File: src/rtl/cvp_pkg.sv
// shared types, widths and constants of the camera vertex projection block
`timescale 1ns / 1ps

package cvp_pkg;

  // fixed formats
  localparam int COORD_W    = 32;
  localparam int TRIG_W     = 16;
  localparam int FOCAL_W    = 16;
  localparam int TRIG_BITS  = 14;
  localparam int FOCAL_BITS = 12;
  localparam int PROJ_SCALE = 100;
  localparam int SCALE_W    = 7;

  // intermediate widths of the rotation datapath
  localparam int DIFF_W  = COORD_W + 1;
  localparam int PROD_W  = TRIG_W + DIFF_W;
  localparam int ROT_W   = PROD_W + 1 - TRIG_BITS;
  localparam int PROD2_W = TRIG_W + ROT_W;
  localparam int PROJ_W  = PROD2_W + 1 - TRIG_BITS;

  // quotient bits kept by the divider; anything larger saturates
  localparam int QUOT_W = 34;

  // queue between front and back
  localparam int QUEUE_DEPTH = 4;

  // configuration port
  localparam int CFG_INDEX_W = 3;
  localparam int CFG_DATA_W  = 32;

  // parameter defaults
  localparam int DEFAULT_SCREEN_WIDTH  = 1920;
  localparam int DEFAULT_SCREEN_HEIGHT = 1080;
  localparam int DEFAULT_FRACTION_BITS = 16;

  // register reset values
  localparam logic signed [TRIG_W-1:0] TRIG_ONE    = 16'sd16384;
  localparam logic [FOCAL_W-1:0]       FOCAL_RESET = 16'd15287;

  typedef enum logic [CFG_INDEX_W-1:0] {
    REG_CAMERA_X     = 3'd0,
    REG_CAMERA_Y     = 3'd1,
    REG_CAMERA_Z     = 3'd2,
    REG_YAW_COSINE   = 3'd3,
    REG_YAW_SINE     = 3'd4,
    REG_PITCH_COSINE = 3'd5,
    REG_PITCH_SINE   = 3'd6,
    REG_FOCAL_LENGTH = 3'd7
  } cfg_reg_t;

  typedef struct packed {
    logic signed [COORD_W-1:0] camera_x;
    logic signed [COORD_W-1:0] camera_y;
    logic signed [COORD_W-1:0] camera_z;
    logic signed [TRIG_W-1:0]  yaw_cosine;
    logic signed [TRIG_W-1:0]  yaw_sine;
    logic signed [TRIG_W-1:0]  pitch_cosine;
    logic signed [TRIG_W-1:0]  pitch_sine;
    logic [FOCAL_W-1:0]        focal_length;
  } cvp_cfg_t;

  // rotated vertex handed from front to back
  typedef struct packed {
    logic signed [ROT_W-1:0]  rx;
    logic signed [PROJ_W-1:0] ry;
    logic signed [PROJ_W-1:0] pz;
  } cvp_rot_t;

endpackage

File: src/rtl/cvp_queue.sv
// short queue that decouples the front and back parts
`timescale 1ns / 1ps

module cvp_queue #(
  parameter int DEPTH = cvp_pkg::QUEUE_DEPTH
) (
  input  logic              clk,
  input  logic              rst,
  input  logic              push,
  input  cvp_pkg::cvp_rot_t push_item,
  output logic              full,
  input  logic              pop,
  output cvp_pkg::cvp_rot_t pop_item,
  output logic              not_empty
);

  localparam int PTR_W = (DEPTH > 1) ? $clog2(DEPTH) : 1;
  localparam int CNT_W = $clog2(DEPTH + 1);

  cvp_pkg::cvp_rot_t slot [DEPTH];
  logic [PTR_W-1:0]  wr_ptr, rd_ptr;
  logic [CNT_W-1:0]  count;

  assign full      = (count == CNT_W'(DEPTH));
  assign not_empty = (count != '0);
  assign pop_item  = slot[rd_ptr];

  // pointers and fill count
  always_ff @(posedge clk) begin
    if (rst) begin
      wr_ptr <= '0;
      rd_ptr <= '0;
      count  <= '0;
    end else begin
      if (push) begin
        wr_ptr <= (wr_ptr == PTR_W'(DEPTH - 1)) ? '0 : wr_ptr + 1'b1;
      end
      if (pop) begin
        rd_ptr <= (rd_ptr == PTR_W'(DEPTH - 1)) ? '0 : rd_ptr + 1'b1;
      end
      if (push && !pop) begin
        count <= count + 1'b1;
      end else if (pop && !push) begin
        count <= count - 1'b1;
      end
    end
  end

  // storage
  always_ff @(posedge clk) begin
    if (push) begin
      slot[wr_ptr] <= push_item;
    end
  end

endmodule

File: config.mk
export PLATFORM = sky130hd
export DESIGN_NAME = cvp_queue
export DESIGN_NICKNAME = d
export VERILOG_FILES = /design/src/rtl/cvp_pkg.sv /design/src/rtl/cvp_queue.sv
export SDC_FILE = /design/constraint.sdc
export NUM_CORES = 1
export LEC_CHECK = 0
export ABC_AREA = 1
export CORE_MARGIN = 1
export CORE_UTILIZATION = 35
export CTS_BUF_LIST = sky130_fd_sc_hd__clkbuf_8
export CTS_CLUSTER_SIZE = 24
export DETAILED_ROUTE_END_ITERATION = 8
export DONT_BUFFER_PORTS = 1
export GPL_ROUTABILITY_DRIVEN = 0
export RECOVER_POWER = 50
export SYNTH_ARGS = -nofsm -noshare
export SYNTH_HDL_FRONTEND = slang
export SYNTH_SLANG_ARGS = --single-unit
File: constraint.sdc
create_clock -name clk -period 3.1 [get_ports clk]
set_input_delay 0.31 -clock clk [delete_from_list [all_inputs] [get_ports clk]]
set_output_delay 0.31 -clock clk [all_outputs]
set_load 0.02 [all_outputs]
After elaboration in Yosys (flattened, before gate mapping)

Memory sizes are Yosys's and may differ from the RTL's. A register that Yosys moved wholly into a read port is not among the register bits.
Index checks and enable logic that the tools add are counted.

$add $sub $neg: 4
Reductions and logical operators: 6
Mux-type cells: 8
Equal/unequal tests: 3

Operator list:

| kind                | count |
|---|---|
| $mux 2              | 4 |
| $mux 3              | 2 |
| $add 2x1->2 const B | 2 |
| $eq 2x2->1 const B  | 2 |
| $add 3x1->3 const B | 1 |
| $eq 3x3->1 const B  | 1 |
| $reduce_bool 3->1   | 1 |
| $sub 3x1->3 const B | 1 |
| $logic_and 1x1->1   | 2 |
| $logic_not 1->1     | 2 |
| $mux 1              | 2 |
| $reduce_bool 2->1   | 1 |

Word-level logic and storage cells: 25
Memories kept: 1
Input bits: 118
Bits in registers: 7
Memory bits (writable): 456
Output and inout bits: 116

Memories:

| name | words | width | read ports | clocked after memory_dff | wr ports | RTL line        | source |
|---|---|---|---|---|---|---|---|
| slot | 4     | 114   | 1          | 1                        | 1        | cvp_queue.sv:20 | `cvp_pkg::cvp_rot_t slot [DEPTH];` |

Depth between registers and ports, before layout

Word-level depth: 4
Depth in mapped cells: 10
Depth with buffers taken out: 10

Least setup slack after synthesis

Ideal clock, no wire load.

Path kind: flip-flop to flip-flop
Start point: reg wr_ptr[0]
End point: mem slot[3][0] in the netlist's numbering (enable)
Arrival time: 2.789 ns
Data required time: 2.633 ns
Period minus slack after synthesis: 3.257 ns
Path slack: -0.157 ns
Setup time: 0.467 ns
Cell stages (with the launch flop): 4
Path buffers: 0
Cells stage by stage: dfxtp_1 ha_1 nand2_1 inv_1

RTL lines:

| what                   | RTL line        | source |
|---|---|---|
| from (decl)            | cvp_queue.sv:21 | `logic [PTR_W-1:0] wr_ptr, rd_ptr;` |
| from (signal assigned) | cvp_queue.sv:36 | `wr_ptr <= (wr_ptr == PTR_W'(DEPTH - 1)) ? '0 : wr_ptr + 1'b1;` |
| to (decl)              | cvp_queue.sv:20 |  |

Straight into the memory's write port.

==> metrics.md <==
| Metric | Value |
|---|---|
| Sequential share of the synthesized area | `0.797` |
| Htree depth | `3` |
| Post-CTS setup buffers | `0` |
| Die height | `225 um` |
| Crit share post-route | `0.887` |
| RSZ-0062 raised after global routing | `no` |
| Arrival @ worst endpoint | `roughly 2.4 ns` |
| LEAKAGE | `6.76 nW` |
| CP max FO | `56` |
| Setup TNS Final | `0 ns` |
| Post-cts resize count | `0` |
| Detailed-route via count | `between 10k and 15k` |
| Largest net degree at the start of global routing | `117` |
| Endpoint, Worst Hold | `slot[0][12]` |
| Via density | `4.94` |
| IO buf count | `0` |
| Worst slew pin tran | `~1.8 ns` |
| Core ar. | `49000 um2` |
| Clk_lat worst skew | `0.63 ns` |
| Max frequency | `roughly 0.36 GHz` |
| R2R depth | `4` |
| Rel. slew slack | `-0.232` |
| Synth Warn # | `0` |
| Worst R2R Setup Slack | `0.57 ns` |
| Top Ports | `234` |
| Worst Hold Class | `input pin to register` |
| DR DRC count | `0` |
| Die ar. | `50600 um2` |
| Synth area leader | `edfxtp_1` |
| Initial drt markers | `639` |
| Syn nets | `1287` |
| Wire length of the first global-routing pass | `around 58000 um` |
| Hold-fix buffers at CTS | `approximately 120` |
| CTS Sinks | `465` |
| Register bit total from synthesis | `around 470` |
| Num rows | `81` |
| Worst reg2reg startpoint | `wr_ptr[0]` |
| Failing checks | `capacitance limit, slew limit` |
| Crit start category | `register` |
| Clk Tree Root Cell | `clkbuf_8` |
| PD cells | `approximately 650 nW/um2` |
| Num CTS Buffers | `slightly below 80` |
| Chip width | `225 um` |
| Outcome | `finished with violations` |
| Remaining global-route overflow | `0` |
| Worst Hold Depth | `1` |
| Reg-to-reg critical path endpoint | `slot[3][54]` |
| Wire per inst | `19.0 um` |
| Synth top area share | `0.787` |
| CTS tree | `built` |
| Crit end category | `output pin` |
| Max Clock Skew | `0.0274 ns` |
| Pins over their slew limit | `116` |
| Synthesized area per cell | `15.0 um2` |
| Vias in the first global route | `a little over 10k` |
| P&R area growth vs syn | `18.3%` |
| Clock transition at path regs | `roughly 0.060 ns` |
| Final setup violation count | `0` |
| Nets | `1437` |
| DP HPWL | `just over 20000 um` |
| Max Cap Viol | `2` |
| Yosys cell types | `23` |
| Final Hold Fails | `0` |
| Kind of critical path | `register to output pin` |
| CTS Buffer Depth | `3` |
| Cell area after synthesis | `17400 um2` |
| ANT nets after route | `0` |
| Initial antenna violation count | `6` |
| Mapped Cells | `1162` |
| Power Total | `13.4 mW` |
| Layout cells sized above 1 | `0.0914` |
| Peak VDD IR | `between 0.4 and 0.5 mV` |
| Final wirelength | `38600 um` |
| Hold_sp | `push_item[12]` |
| Final Critical Period | `2.75 ns` |
| Initial cell density of the core | `0.356` |
| Top cells by area, synth | `edfxtp_1, nor2_1, o22ai_1` |
| GR Util All Layers | `0.151` |
| Pre-antenna DRT Iters | `4` |
| CP required | `~2.8 ns` |
==> worst max-delay path by stage <==
stage,startpoint,slack [ns],depth (start not counted),endpoint
floorplan,wr_ptr[0],0.31,4,slot[0][0]
global placement,register,0.97,3,pop_item[62]
detailed placement,register,0.97,3,pop_item[62]
CTS,register,0.23,3,pop_item[62]
global route,register,0.17,3,pop_item[61]
finish,register,0.35,3,pop_item[70]
==> per-stage QoR <==
stage / instances / worst slack (ns) / hold WS (ns) / utilization / area [um2]
global route: 2034 / 0.172 / 0.318 / 0.421 / 20600
finish: 2034 / 0.352 / 0.388 / 0.421 / 20600
detailed placement: 1779 / 0.965 / 0.385 / 0.370 / 18100
floorplan: 1162 / 0.314 / 0.382 / - / 17400
CTS: 2031 / 0.234 / 0.296 / 0.421 / 20600
global placement: 1779 / 0.969 / 0.383 / 0.370 / 18100
==> cell type report <==
class	instances	area, um2
tap	664	831
fill	4454	28400
clock buffer	79	1090
inverter	16	80.1
clock inverter	55	258
multi-input combinational	607	2940
antenna	3	7.51
timing repair buffer	145	1520
sequential	465	13900
==> sequential cells by signal, indices dropped and copies added (netlist names), named ones only <==
| name | cells |
|---|---|
| slot | 456 |
| wr_ptr | 2 |
| rd_ptr | 2 |
| count | 3 |
==> kinds of logic (layout without fill, tap and decap cells) <==
kind of cell,count (synthesis),count (layout),share of synthesized area
flops,465,465,0.797
fa+ha+maj,7,7,0.00546
buf+inv,90,295,0.0342
compound gates,348,348,0.108
xor+xnor,1,1,0.000503
simple gates,251,251,0.0546
other cells,0,3,0
==> cell usage after synthesis, drive strengths merged <==
library cell and n:
edfxtp 456, nor2 237, o21ai 231, o22ai 114, buf 54, clkbuf 20
inv 16, dfxtp 9, nand2 9, ha 6, a21oi 3, nor3 3
fa 1, nand3 1, nand4 1, xor2 1
==> routing by layer <==
layer,track usage,share of wire
met4,0.0577,0.022
met1,0.179,0.42
met3,0.0610,0.082
met5,0,0.0013
met2,0.243,0.48
==> cells in the final DEF (no fill, tap or decap), drive strengths merged <==
cell type,Yosys,layout
a21oi,3,3
nand2,9,9
nor2,237,237
dlygate4sd3,0,118
diode,0,3
edfxtp,456,456
clkinv,0,23
o22ai,114,114
nand3,1,1
bufinv,0,1
xor2,1,1
o21ai,231,231
dfxtp,9,9
ha,6,6
clkbuf,20,81
inv,16,38
nor3,3,3
clkinvlp,0,9
nand4,1,1
buf,54,25
fa,1,1
==> power breakdown <==
group | leakage, nW | switching (mW) | total, mW | internal, mW
combinational | 1.73 | 1.02 | 1.39 | 0.366
sequential | 4.26 | 0.0829 | 7.28 | 7.19
clock | 0.769 | 2.33 | 4.77 | 2.44
==> worst max-delay path, stage by stage (launching register included) <==
cell and delay (ns):
dfxtp_4 0.80, buf_12 0.32, o21ai_0 0.15, o22ai_1 0.51
Note: power is estimated with default switching activity, not from simulation.
